[config.mk]
export PLATFORM = sky130hd
export DESIGN_NAME = dfs_ram
export DESIGN_NICKNAME = d
export VERILOG_FILES = /design/src/sv/dfs_ram.sv
export SDC_FILE = /design/constraint.sdc
export NUM_CORES = 1
export LEC_CHECK = 0
export ABC_CLOCK_PERIOD_IN_PS = 7000
export BUFFER_PORTS_ARGS = -buffer_cell sky130_fd_sc_hd__buf_2
export CAP_MARGIN = 30
export CORE_MARGIN = 1
export CORE_UTILIZATION = 45
export CTS_CLUSTER_DIAMETER = 150
export DETAILED_ROUTE_END_ITERATION = 10
export PLACE_DENSITY = 0.61
export SYNTH_ARGS = -nofsm -noshare
export SYNTH_HDL_FRONTEND = slang
export SYNTH_SLANG_ARGS = --single-unit
[constraint.sdc]
create_clock -name clk -period 7 [get_ports clk]
set_clock_uncertainty 0.1 [all_clocks]
set_input_delay 1.4 -clock clk [delete_from_list [all_inputs] [get_ports clk]]
set_output_delay 1.4 -clock clk [all_outputs]
set_load 0.01 [all_outputs]
[src/sv/dfs_ram.sv]
// ============================================================================
// dfs_ram
// Generic single-port synchronous RAM with a registered read.
// ============================================================================
module dfs_ram #(
    parameter int Width = 8,
    parameter int Depth = 64
) (
    input  logic                     clk,
    input  logic                     we,
    input  logic [$clog2(Depth)-1:0] addr,
    input  logic [Width-1:0]         wdata,
    output logic [Width-1:0]         rdata
);

    logic [Width-1:0] mem [Depth];

    always_ff @(posedge clk)
    begin
        if (we)
        begin
            mem[addr] <= wdata;
        end
        rdata <= mem[addr];
    end

endmodule

* Yosys cells after proc, flatten, opt, wreduce, memory -nomap -nowiden
Memory sizes are Yosys's and may differ from the RTL's. A register that Yosys moved wholly into a read port is not among the register bits.
Index checks and enable logic that the tools add are counted.
** Operators by class
- Muxes and demuxes :: 2
** Operators by type and width (number)
- 2-to-1 mux 1 bit :: 2
** Storage, ports and cells
- Bits in registers :: 0
- Logic and storage cells :: 3
- Memories kept :: 1
- Output and inout bits :: 8
- Bits of input ports :: 16
- Memory bits (writable) :: 512
** Memories
- mem :: depth 64, width 8, read ports 1, clocked after memory_dff 1, wr ports 1, RTL line 16 : logic [Width-1:0] mem [Depth];

* Longest topological paths before layout
Gate-level depths: netlist of the first run.
- Depth after elaboration :: 2
- Mapped depth :: 10
- Mapped depth without buffers :: 5

* Least setup slack after synthesis of the first run
OpenSTA, ideal clock, no wires.
- Kind :: input -> register
- Start point :: in addr[1]
- End point :: mem mem[13][0] (enable)
- Slack :: 3.401 ns
- Cell stages on the path :: 7
- Arrival time :: 3.128 ns
- Library setup time :: 0.370 ns
- Path buffers :: 4
- Cell sequence :: buf_6 buf_6 nor2b_1 clkbuf_1 clkbuf_1 nand3_1 nor2_1
** RTL lines
- from (decl) :: RTL line 11 : input logic [$clog2(Depth)-1:0] addr,
- to (decl) :: RTL line 16
No word-level cell before the write port.

* Final worst setup path of the first run
- Start point :: in addr[0]
- End point :: mem mem[55][2] (enable)
No word-level cell before the write port.

==> results.md, run 1 <==
- Cell type with the largest total area after synthesis: edfxtp_1
- Post-synthesis sequential area ratio: 76.0%
- Die X: 215 um
- Slew @ Worst Pin: 1.06 ns
- Ratio of cells with drive above 1 in the final layout: 14.0%
- Clk_lat worst skew: 0.61 ns
- Post-CTS resize count: 0
- RSZ-0062 raised after global routing: false
- Area growth syn-to-layout: 11.5%
- Final Cell Area: 22800 um2
- Initial Utilization: 45.9%
- Residual DRC: 0
- Max Freq: 0.219 GHz
- First-pass GRT wire length: 78600 um
- Starting DRT DRC Count: 1432
- Min-delay worst type: reg -> reg
- Core Box Area: 44500 um2
- Worst EP arrival: 4.69 ns
- Synth top cells by count: 512 x edfxtp_1, 82 x nor2_1, 63 x mux2i_1
- DRT antenna net count: 0
- Synth area leaders: edfxtp_1 75%, mux4_2 4.5%, mux2i_1 3.1%
- Most instantiated library cell after synthesis: edfxtp_1
- Final setup violation count: 0
- Gp weighted congestion: slightly below 0.9
- Initial antenna violation count: 3
- Clk buf depth: 3
- Total track usage: 23.5%
- Worst EP required: 7.13 ns
- Clock sink count: 520
- Vias: between 10k and 15k
- Root buf cell: clkbuf_16
- Place WS: 1.91 ns
- Die Area: 46300 um2
- Area after DPL: 21100 um2
- Post-CTS setup repair buffer count: 0
- Worst-path clk slew: 0.06 ns
- Fin. Hold Viols: 0
- IO Pins: 24
- Ys flop type: edfxtp_1
- Finished Core Util: 51.2%
- Pwr Density: 286 nW/um2
- Avg Cell Area, Syn: 17.5 um2
- Vias in the first global route: 11.2k
- TritonCTS clock tree: built
- Yosys top cell area share: 75.2%
- TritonCTS Buffers: 52
- Antenna diode count: 0
- Post-synth ARST share: 0%
- Ys Warns: 0
- Max_slew headroom: 29.5%
- Maxcap violations: 0
- Fillers: between 3k and 4k
- Flops & latches, synth: 520
- Distinct cell type count after synthesis: 56
- Post-route setup slack: 2.44 ns
- Hold buffer count at cts: 0
- Nets: 1209
- Status: completed
- Critical path startpoint category: input port
- Setup TNS: 0 ns
- Largest net degree at the start of global routing: 65
- CP Class: in -> reg
- Post-layout min period: 4.56 ns
- Clock H-tree levels: 2
- First-pass detailed-route iteration total: 5
- Nature of the critical path endpoint: register
- EDFF count, synth: ~510
- Detailed Route WL: approximately 54000 um
- Overflow after GRT: 0
- Synthesized area: 20400 um2
- Final Cycle Share: 65.2%
- Synth Instances: 1171
- CP Max Fanout: 53
- Dpl hpwl: ~33000 um
- DR WL/cell: 29.5 um
- # rows: 77
- Drt via density: 6.18
- PortBufs: 23
- Max-slew violations: 0
- Lkg Pwr: 7.24 nW
- Synthesized Nets: 1187
- Peak VDD IR: between 0.15 and 0.2 mV
- Height of the die: 215 um
## final cells by class
class,instances,area (um2),share of cell area (%)
Multi-Input combinational cell,567,4510,19.8
Timing Repair Buffer,49,359,1.58
Clock inverter,22,216,0.950
Sequential cell,520,15500,68.2
Inverter,3,11.3,0.0494
Clock buffer,71,1420,6.21
Tap cell,592,741,3.25
## stage by stage
| stage | total power, mW | cells | hold slack [ns] |
|---|---|---|---|
| 2_1_floorplan | 3.71 | 1171 | 0.463 |
| 3_3_place_gp | 3.87 | 1728 | 0.637 |
| 3_5_place_dp | 3.88 | 1730 | 0.641 |
| 4_1_cts | 6.55 | 1823 | 0.656 |
| 5_1_grt | 6.68 | 1824 | 0.696 |
| 6_report | 6.52 | 1824 | 0.661 |
## routing by layer
layer	up-vias	track usage (%)	share of wire, %
li1	4787	-	-
met1	5806	32.9	42
met2	575	36.8	47
met3	106	4.56	8.0
met4	4	8.13	3.2
met5	-	0	0.039
## cell usage in the layout (no fill, tap or decap), types with 5 or more instances in the layout
master and instances:
o2bb2ai_1 7, clkinv_2 7, buf_2 19, mux2_1 7, nand2_1 45, clkbuf_16 54, or3b_2 5, clkbuf_1 17
clkinv_1 9, a211oi_1 6, a32oi_1 7, a22o_1 10, edfxtp_1 512, mux2_2 5, o22a_1 11, nor2b_1 7
a221o_1 11, o31ai_1 5, a31oi_1 15, o22ai_1 22, nor2_1 81, and3_1 9, a22oi_1 40, nand2b_1 24
a21oi_1 28, dfxtp_1 8, and2_1 9, mux4_2 41, mux2i_1 63, o221ai_1 9, nand3_1 8, a221oi_1 21
buf_4 26, nand3b_1 12, o21ai_0 9, and4_1 6
## worst max-delay path, stage by stage
cell	delay, ns
buf_4	0.40
buf_4	0.62
and2_1	0.65
nand3_1	0.71
nor2_1	0.83
## report_power, final
| group | switching, mW | total [mW] | internal (mW) |
|---|---|---|---|
| Clock | 1.15 | 2.71 | 1.56 |
| Combinational | 0.245 | 0.353 | 0.108 |
| Sequential | 0.0159 | 3.46 | 3.45 |
| Total | 1.41 | 6.52 | 5.11 |
## state kept, by name (all words and copies together) (netlist names)
signal and count:
rdata 8, mem 512
## kinds of logic after synthesis
logic type             count (synthesis)  synth area share, %
AO/OA/AOI/OAI                        222                 8.08
buffers and inverters                 84                 1.98
AND/OR/NAND/NOR                      229                 5.71
flip-flops                           520                 76.0
multiplexers                         116                 8.26
## path summary, 6_finish.rpt
path	startpoint	end	slack, ns	cells after the start
worst max-delay path	addr[0]	mem[55][2]$_DFFE_PP_	2.44	5
worst min-delay path	mem[11][0]$_DFFE_PP_	rdata[0]$_DFF_P_	0.66	4
worst max register to register	mem[2][7]$_DFFE_PP_	rdata[7]$_DFF_P_	4.62	5
worst min register to register	mem[11][0]$_DFFE_PP_	rdata[0]$_DFF_P_	0.66	4
(Power assumes the default switching activity.)
==> run 2: changes to the inputs <==
--- a/config.mk
+++ b/config.mk
@@ -5,14 +5,14 @@
 export SDC_FILE = /design/constraint.sdc
 export NUM_CORES = 1
 export LEC_CHECK = 0
-export ABC_CLOCK_PERIOD_IN_PS = 7000
+export ABC_CLOCK_PERIOD_IN_PS = 4000
 export BUFFER_PORTS_ARGS = -buffer_cell sky130_fd_sc_hd__buf_2
 export CAP_MARGIN = 30
 export CORE_MARGIN = 1
 export CORE_UTILIZATION = 45
 export CTS_CLUSTER_DIAMETER = 150
 export DETAILED_ROUTE_END_ITERATION = 10
-export PLACE_DENSITY = 0.61
+export PLACE_DENSITY = 0.63
 export SYNTH_ARGS = -nofsm -noshare
 export SYNTH_HDL_FRONTEND = slang
 export SYNTH_SLANG_ARGS = --single-unit
==> constraint.sdc (replaced) <==
create_clock -name clk -period 4 [get_ports clk]
set_clock_uncertainty 0.1 [all_clocks]
set_input_delay 0.8 -clock clk [delete_from_list [all_inputs] [get_ports clk]]
set_output_delay 0.8 -clock clk [all_outputs]
set_load 0.01 [all_outputs]
==> run 2 against run 1 <==
Effect of this change: first-iteration DRC count grew 0.77%; critical path depth grew 2; clock-buffer cell count shrank 1; combinational power grew 85%; largest cell class unchanged; power grew 76%; critical path type unchanged; cell count grew 4.4%; sequential power grew 75%.
==> results.md, run 2 (synthesized netlist as in run 1, its figures left out) <==
- Status: completed
- Combinational Power Share: 5.7% (+0.3 points)
- Clk_lat worst skew: 0.60 ns (about the same)
- Area after DPL: 21800 um2 (+3.0%)
- Clk buf depth: 3 (unchanged)
- Commonest cells after routing, fill and taps aside: 512 x edfxtp_1, 102 x buf_4, 81 x nor2_1
- DRT antenna net count: 0 (unchanged)
- Final setup violation count: 0 (unchanged)
- Detailed Route WL: 53700 um (-0.32%)
- Die Area: 46300 um2 (unchanged)
- Antenna diode count: 0 (unchanged)
- Post-route setup slack: 0.885 ns (-1.55 ns)
- TritonCTS clock tree: built
- Largest Register: mem
- Die X: 215 um (unchanged)
- Gp weighted congestion: 0.912 (+3.4%)
- Dpl hpwl: 35000 um (+7.4%)
- Worst-path clk slew: 0.06 ns (about the same)
- Fillers: 3575 (-0.72%)
- WL met3: 4550 um (+6.0%)
- Clock sink count: 520 (unchanged)
- Critical path startpoint category: input port
- Residual DRC: 0 (unchanged)
- Slowest CP cell: mux2i_1
- Overflow after GRT: 0 (unchanged)
- CP Buf/Inv Count: 2 (unchanged)
- Fin. Hold Viols: 0 (unchanged)
- Worst path cell trace: buf_6 > buf_4 > mux4_2 > mux2i_1 > o22a_1 > o311ai_0 > or4_1
- Nets: 1288 (+6.5%)
- Drt via density: 6.15 (-0.46%)
- PortBufs: 23 (unchanged)
- IO Pins: 24 (unchanged)
- CP Max Fanout: 47 (-11%)
- DR WL/cell: 28.2 um (-4.6%)
- Min-delay worst type: reg -> reg
- Post-CTS resize count: 0 (unchanged)
- Max reg flops: 512 (unchanged)
- Finished Core Util: 52.7% (+1.5 points)
- Hold buffer count at cts: 0 (unchanged)
- First-pass detailed-route iteration total: 5 (unchanged)
- Routed metal-1 wire length: 21800 um (-2.8%)
- Ratio of cells with drive above 1 in the final layout: 19.2% (+5.2 points)
- Met2 Wirelength: 25400 um (about the same)
- Total power: 11.5 mW (+76%)
- Vias: 11.7k (+4.0%)
- Net Sw Frac: 21.2% (-0.37 points)
- RSZ-0062 raised after global routing: false
- Slew @ Worst Pin: 0.908 ns (-0.147 ns)
- Clock share of power: 41.7% (+0.2 points)
- Area growth syn-to-layout: 14.6%
- Final Non-Filler Cells: 1905 (+4.4%)
- Worst EP required: 4.36 ns (-2.77 ns)
- Final Cycle Share: between 70% and 80%
- Setup TNS: 0 ns (unchanged)
- Max Freq: ~0.32 GHz
- Pwr Density: 491 nW/um2 (+71%)
- Most common cell after layout, fill and taps aside: edfxtp_1
- Height of the die: 215 um (unchanged)
- Sw Pwr: 2.44 mW (+73%)
- Post-layout min period: a little over 3 ns
- Nature of the critical path endpoint: register
- Root buf cell: clkbuf_16
- Largest net degree at the start of global routing: 65 (unchanged)
- Worst path max stage delay: 0.55 ns (-0.28 ns)
- Place WS: 0.415 ns (-1.50 ns)
- Register Area: 15500 um2 (unchanged)
- Multi-input gate area: 4510 um2 (unchanged)
- Starting DRT DRC Count: 1443 (+0.77%)
- Initial Utilization: 45.9% (unchanged)
- DR top layer: met4
- Crit path max-delay family: multiplexers
- Initial antenna violation count: 0 (-3)
- Maxcap violations: 0 (unchanged)
- Internal power: 9.06 mW (+77%)
- First-pass GRT wire length: 78600 um (about the same)
- Vias in the first global route: 11.5k (+2.7%)
- Largest registers: mem (512), rdata (8)
- Lkg Pwr: 7.66 nW (+5.8%)
- # rows: 77 (unchanged)
- Post-CTS setup repair buffer count: 0 (unchanged)
- Core Box Area: 44500 um2 (unchanged)
- Total track usage: 23.4% (-0.10 points)
- Post-Place Cells: 1809 (+4.6%)
- Max_slew headroom: 39.2% (+9.7 points)
- Worst EP arrival: 3.47 ns (-1.22 ns)
- Share of power burned in registers: 52.6% (-0.5 points)
- Peak VDD IR: 0.323 mV (+67%)
- CP Class: in -> reg
- Clock H-tree levels: 2 (unchanged)
- Final Cell Area: 23400 um2 (+2.9%)
- TritonCTS Buffers: 52 (unchanged)
- Worst hold-check slack: 0.543 ns (-0.118 ns)
- Max-slew violations: 0 (unchanged)
==> run 2: worst paths after layout <==
kind                       start          endpoint  slack, ns  depth (start not counted)
max                      addr[2]  rdata[1]$_DFF_P_       0.89                          7
max reg2reg  mem[4][1]$_DFFE_PP_  rdata[1]$_DFF_P_       1.35                          5
min reg2reg  mem[3][4]$_DFFE_PP_  rdata[4]$_DFF_P_       0.54                          3
min          mem[3][4]$_DFFE_PP_  rdata[4]$_DFF_P_       0.54                          3
==> run 2: layout make-up <==
class	instances	area share [%]
Timing Repair Buffer	128	4.20
Multi-Input combinational cell	567	19.3
Sequential cell	520	66.3
Inverter	3	0.0480
Tap cell	592	3.16
Clock buffer	70	5.93
Clock inverter	25	1.14
==> run 2: tightest hold or removal path: cells and delay by family, from the launching register on <==
kind / cells / cell delay (ns)
DFF: 1 / 0.32
AOI/OAI and AO/OA: 2 / 0.22
and+or+nand+nor: 1 / 0.10
==> run 2: per-layer routing <==
metal	global-route usage [%]	vias to the layer above
li1	-	4951
met1	32.5	6061
met2	36.8	591
met3	4.27	122
met4	8.84	0
met5	0	-
==> run 2: power by group through the flow <==
stage / registers, mW / clock network [mW] / logic, mW
6_report: 6.05 / 4.80 / 0.652
5_1_grt: 6.05 / 5.05 / 0.683
4_1_cts: 6.05 / 4.85 / 0.647
3_5_place_dp: 6.17 / 0 / 0.644
3_3_place_gp: 6.17 / 0 / 0.634
2_1_floorplan: 6.16 / 0 / 0.327
==> run 3: changes to the inputs <==
--- a/config.mk
+++ b/config.mk
@@ -5,7 +5,8 @@
 export SDC_FILE = /design/constraint.sdc
 export NUM_CORES = 1
 export LEC_CHECK = 0
-export ABC_CLOCK_PERIOD_IN_PS = 4000
+export ABC_AREA = 1
+export ABC_CLOCK_PERIOD_IN_PS = 2700
 export BUFFER_PORTS_ARGS = -buffer_cell sky130_fd_sc_hd__buf_2
 export CAP_MARGIN = 30
 export CORE_MARGIN = 1
==> constraint.sdc (replaced) <==
create_clock -name clk -period 2.7 [get_ports clk]
set_clock_uncertainty 0.1 [all_clocks]
set_input_delay 0.54 -clock clk [delete_from_list [all_inputs] [get_ports clk]]
set_output_delay 0.54 -clock clk [all_outputs]
set_load 0.01 [all_outputs]
==> run 3 against run 2 <==
Effect of this change: via count rose by 26%; area after synthesis up 7.8%; sequential share of layout area fell by 5.0 points; clock power up 53%; cell count is 54% higher; critical endpoint is now rdata[6]$_DFF_P_; largest power group unchanged.
==> results.md, run 3 <==
- Status: completed
- Final Cycle Share: a little under three quarters
- Nature of the critical path endpoint: register
- Sw Pwr: 3.88 mW (+59%)
- Clock H-tree levels: 2 (unchanged)
- CP most frequent cell: nand2_1
- Crit path max-delay family: simple AND/OR/NAND/NOR gates
- DRT antenna net count: 0 (unchanged)
- Nets: 2291 (+78%)
- Most common cell after layout, fill and taps aside: nand2_1
- Slowest CP cell: nor2_1
- Compound-Gate Fraction of Synth Area: 0.329% (-7.7 points)
- Post-layout min period: approximately 1.9 ns
- Net Sw Frac: 22.3% (+1.0 points)
- Peak VDD IR: 0.463 mV (+43%)
- Initial Utilization: 45.9% (-0.061 points)
- Overflow after GRT: 0 (unchanged)
- EDFF count, synth: 512 (unchanged)
- Worst path cell trace: clkbuf_8 > inv_6 > buf_12 > buf_4 > nand2_1 > nand2_1 > nand2_1 > nand2_1 > nand2_1 > nand2_1 > nand2_1 > nand2_1 > nor2_1 > nand2_1
- Share of power burned in registers: 51.5% (-1.1 points)
- Synth top cells by count: 1384 x nand2_1, 512 x edfxtp_1, 87 x nor2_1
- Distinct cell type count after synthesis: 22 (-61%)
- Final setup violation count: 0 (unchanged)
- Register Area: 15500 um2 (unchanged)
- Clock share of power: 42.1% (+0.4 points)
- Post-Place Cells: 2834 (+57%)
- # rows: 80 (+3.9%)
- Ratio of cells with drive above 1 in the final layout: 11.1% (-8.1 points)
- Max-slew violations: 0 (unchanged)
- Drt via density: 5.04 (-18%)
- CP Max Fanout: 22 (-53%)
- Fillers: 4227 (+18%)
- Dpl hpwl: 33500 um (-4.2%)
- PortBufs: 23 (unchanged)
- Hold depth: 1 (-2)
- Worst EP arrival: 2.29 ns (-1.18 ns)
- TritonCTS clock tree: built
- Post-CTS resize count: 0 (unchanged)
- Vias: 14.8k (+26%)
- Detailed Route WL: 54700 um (+1.8%)
- Synth area leaders: edfxtp_1 70%, nand2_1 24%, nor2_1 1.5%
- Gp weighted congestion: 0.876 (-3.9%)
- Synth Instances: 2167 (+85%)
- Multi-input gate area: 5810 um2 (+29%)
- CP Buf/Inv Count: 4 (+2)
- DR WL/cell: 18.6 um (-34%)
- IO Pins: 24 (unchanged)
- Depth of the worst register-to-register path: 10 (+5)
- Max Freq: 0.521 GHz
- Worst R2R End: rdata[6]$_DFF_P_
- Clock sink count: 520 (unchanged)
- Internal power: 13.5 mW (+49%)
- Ys Warns: 0 (unchanged)
- Synthesized Nets: 2183 (+84%)
- R2R setup slack: 1.05 ns (-0.30 ns)
- Clk_lat worst skew: 0.60 ns (about the same)
- First-pass GRT wire length: 83900 um (+6.8%)
- Avg Cell Area, Syn: 10.2 um2 (-42%)
- Ys flop type: edfxtp_1
- Flops & latches, synth: 520 (unchanged)
- Slew @ Worst Pin: 0.767 ns (-0.142 ns)
- Reg2reg start: mem[60][6]$_DFFE_PP_
- Die Area: 49900 um2 (+7.7%)
- Max reg flops: 512 (unchanged)
- Largest family of logic cells by synthesized area: simple AND/OR/NAND/NOR gates
- Largest Register: mem
- Post-Synth Adder-Cell Area: 0% (unchanged)
- Post-synthesis mux area share: 0% (-8.3 points)
- Combinational Power Share: 6.4% (+0.7 points)
- Max_slew headroom: 48.9% (+9.7 points)
- Hold buffer count at cts: 0 (unchanged)
- Min-delay worst type: in -> reg
- Residual DRC: 0 (unchanged)
- Antenna diode count: 0 (unchanged)
- Vias in the first global route: 14.3k (+25%)
- XOR/XNOR Fraction of Synth Area: 0% (unchanged)
- Post-synthesis simple-gate area fraction: 26.0% (+20 points)
- Die X: 223 um (+3.8%)
- TritonCTS Buffers: 54 (+3.8%)
- Clk buf depth: 3 (unchanged)
- Lkg Pwr: 10.7 nW (+40%)
- Post-synthesis sequential area ratio: 70.5% (-5.5 points)
- Maxcap violations: 0 (unchanged)
- Fin. Hold Viols: 0 (unchanged)
- First-pass detailed-route iteration total: 5 (unchanged)
- Critical path startpoint category: input port
- Worst EP required: 3.07 ns (-1.29 ns)
- Final Non-Filler Cells: 2935 (+54%)
- Yosys top cell area share: 69.7% (-5.4 points)
- Worst-path clk slew: 0.06 ns (about the same)
- Root buf cell: clkbuf_16
- Post-synth ARST share: 0% (unchanged)
- Core Box Area: 48000 um2 (+7.9%)
- Setup TNS: 0 ns (unchanged)
- Worst hold path startpoint: wdata[6]
- CP Class: in -> reg
- Worst path max stage delay: 0.31 ns (-0.24 ns)
- Area growth syn-to-layout: 15.1%
- Total power: 17.4 mW (+51%)
- Commonest cells after routing, fill and taps aside: 1384 x nand2_1, 512 x edfxtp_1, 109 x buf_4
- Synthesized area: 22000 um2 (+7.8%)
- Starting DRT DRC Count: 1244 (-14%)
- Hold endpoint: mem[61][6]$_DFFE_PP_
- Height of the die: 223 um (+3.8%)
- Cell type with the largest total area after synthesis: edfxtp_1
- Most instantiated library cell after synthesis: nand2_1
- RSZ-0062 raised after global routing: false
- Largest net degree at the start of global routing: 110 (+69%)
- Pwr Density: 686 nW/um2 (+40%)
- Largest registers: mem (512), rdata (8)
- Post-CTS setup repair buffer count: 0 (unchanged)
- Initial antenna violation count: 1 (+1)
- Total track usage: 22.3% (-1.1 points)
[run 3: cell types whose count changed after synthesis, moves of 24 or more]
cell      delta
a21oi_1     -28
mux2i_1     -63
nand2b_1    -24
mux4_2      -41
nand2_1   +1339
a22oi_1     -40
[run 3: power by group through the flow]
stage	combinational [mW]	clock [mW]	sequential, mW
2_1_floorplan	0.610	0	9.13
3_3_place_gp	1.11	0	9.13
3_5_place_dp	1.12	0	9.13
4_1_cts	1.12	7.46	8.96
5_1_grt	1.24	7.77	8.96
6_report	1.12	7.32	8.96
[run 3: through the flow]
step | cell area, um2 | hold slack, ns | worst slack, ns | utilization, %
after floorplan | 22000 | 0.499 | 0.0914 | -
after global placement | 23600 | 0.571 | 0.198 | 49.2
after detailed placement | 23600 | 0.576 | 0.239 | 49.2
final | 25400 | 0.322 | 0.780 | 52.8
after CTS | 25400 | 0.302 | 0.862 | 52.8
after global routing | 25400 | 0.314 | 0.649 | 52.8
[run 3: final cells by class]
| type | instances | area share (%) |
|---|---|---|
| clock buffer | 70 | 5.88 |
| clock inverter | 31 | 1.03 |
| inverter | 30 | 0.473 |
| multi-input combinational | 1516 | 22.9 |
| sequential | 520 | 61.2 |
| tap | 615 | 3.03 |
| timing repair buffer | 153 | 5.43 |
[run 3: cell families after synthesis]
| logic type | after synthesis |
|---|---|
| and+or+nand+nor | 1504 |
| DFF | 520 |
| buffers and inverters | 131 |
| AOI/OAI and AO/OA | 12 |
[run 3: worst max path at each step]
stage,slack (ns),start,endpoint,depth (start not counted)
detailed placement,0.24,addr[4],mem[63][3]$_DFFE_PP_,6
floorplan,0.09,addr[3],mem[41][0]$_DFFE_PP_,5
global placement,0.20,addr[4],mem[61][4]$_DFFE_PP_,6
global route,0.65,addr[0],rdata[6]$_DFF_P_,14
CTS,0.86,addr[4],mem[63][3]$_DFFE_PP_,6
finish,0.78,addr[0],rdata[6]$_DFF_P_,14
[run 3: metal layers]
metal / routed length [um] / track usage [%] / share of wire [%]
met1: 24200 / 30.9 / 44
met2: 25500 / 35.7 / 47
met3: 3730 / 4.44 / 6.8
met4: 1300 / 6.32 / 2.4
met5: 13 / 0 / 0.024
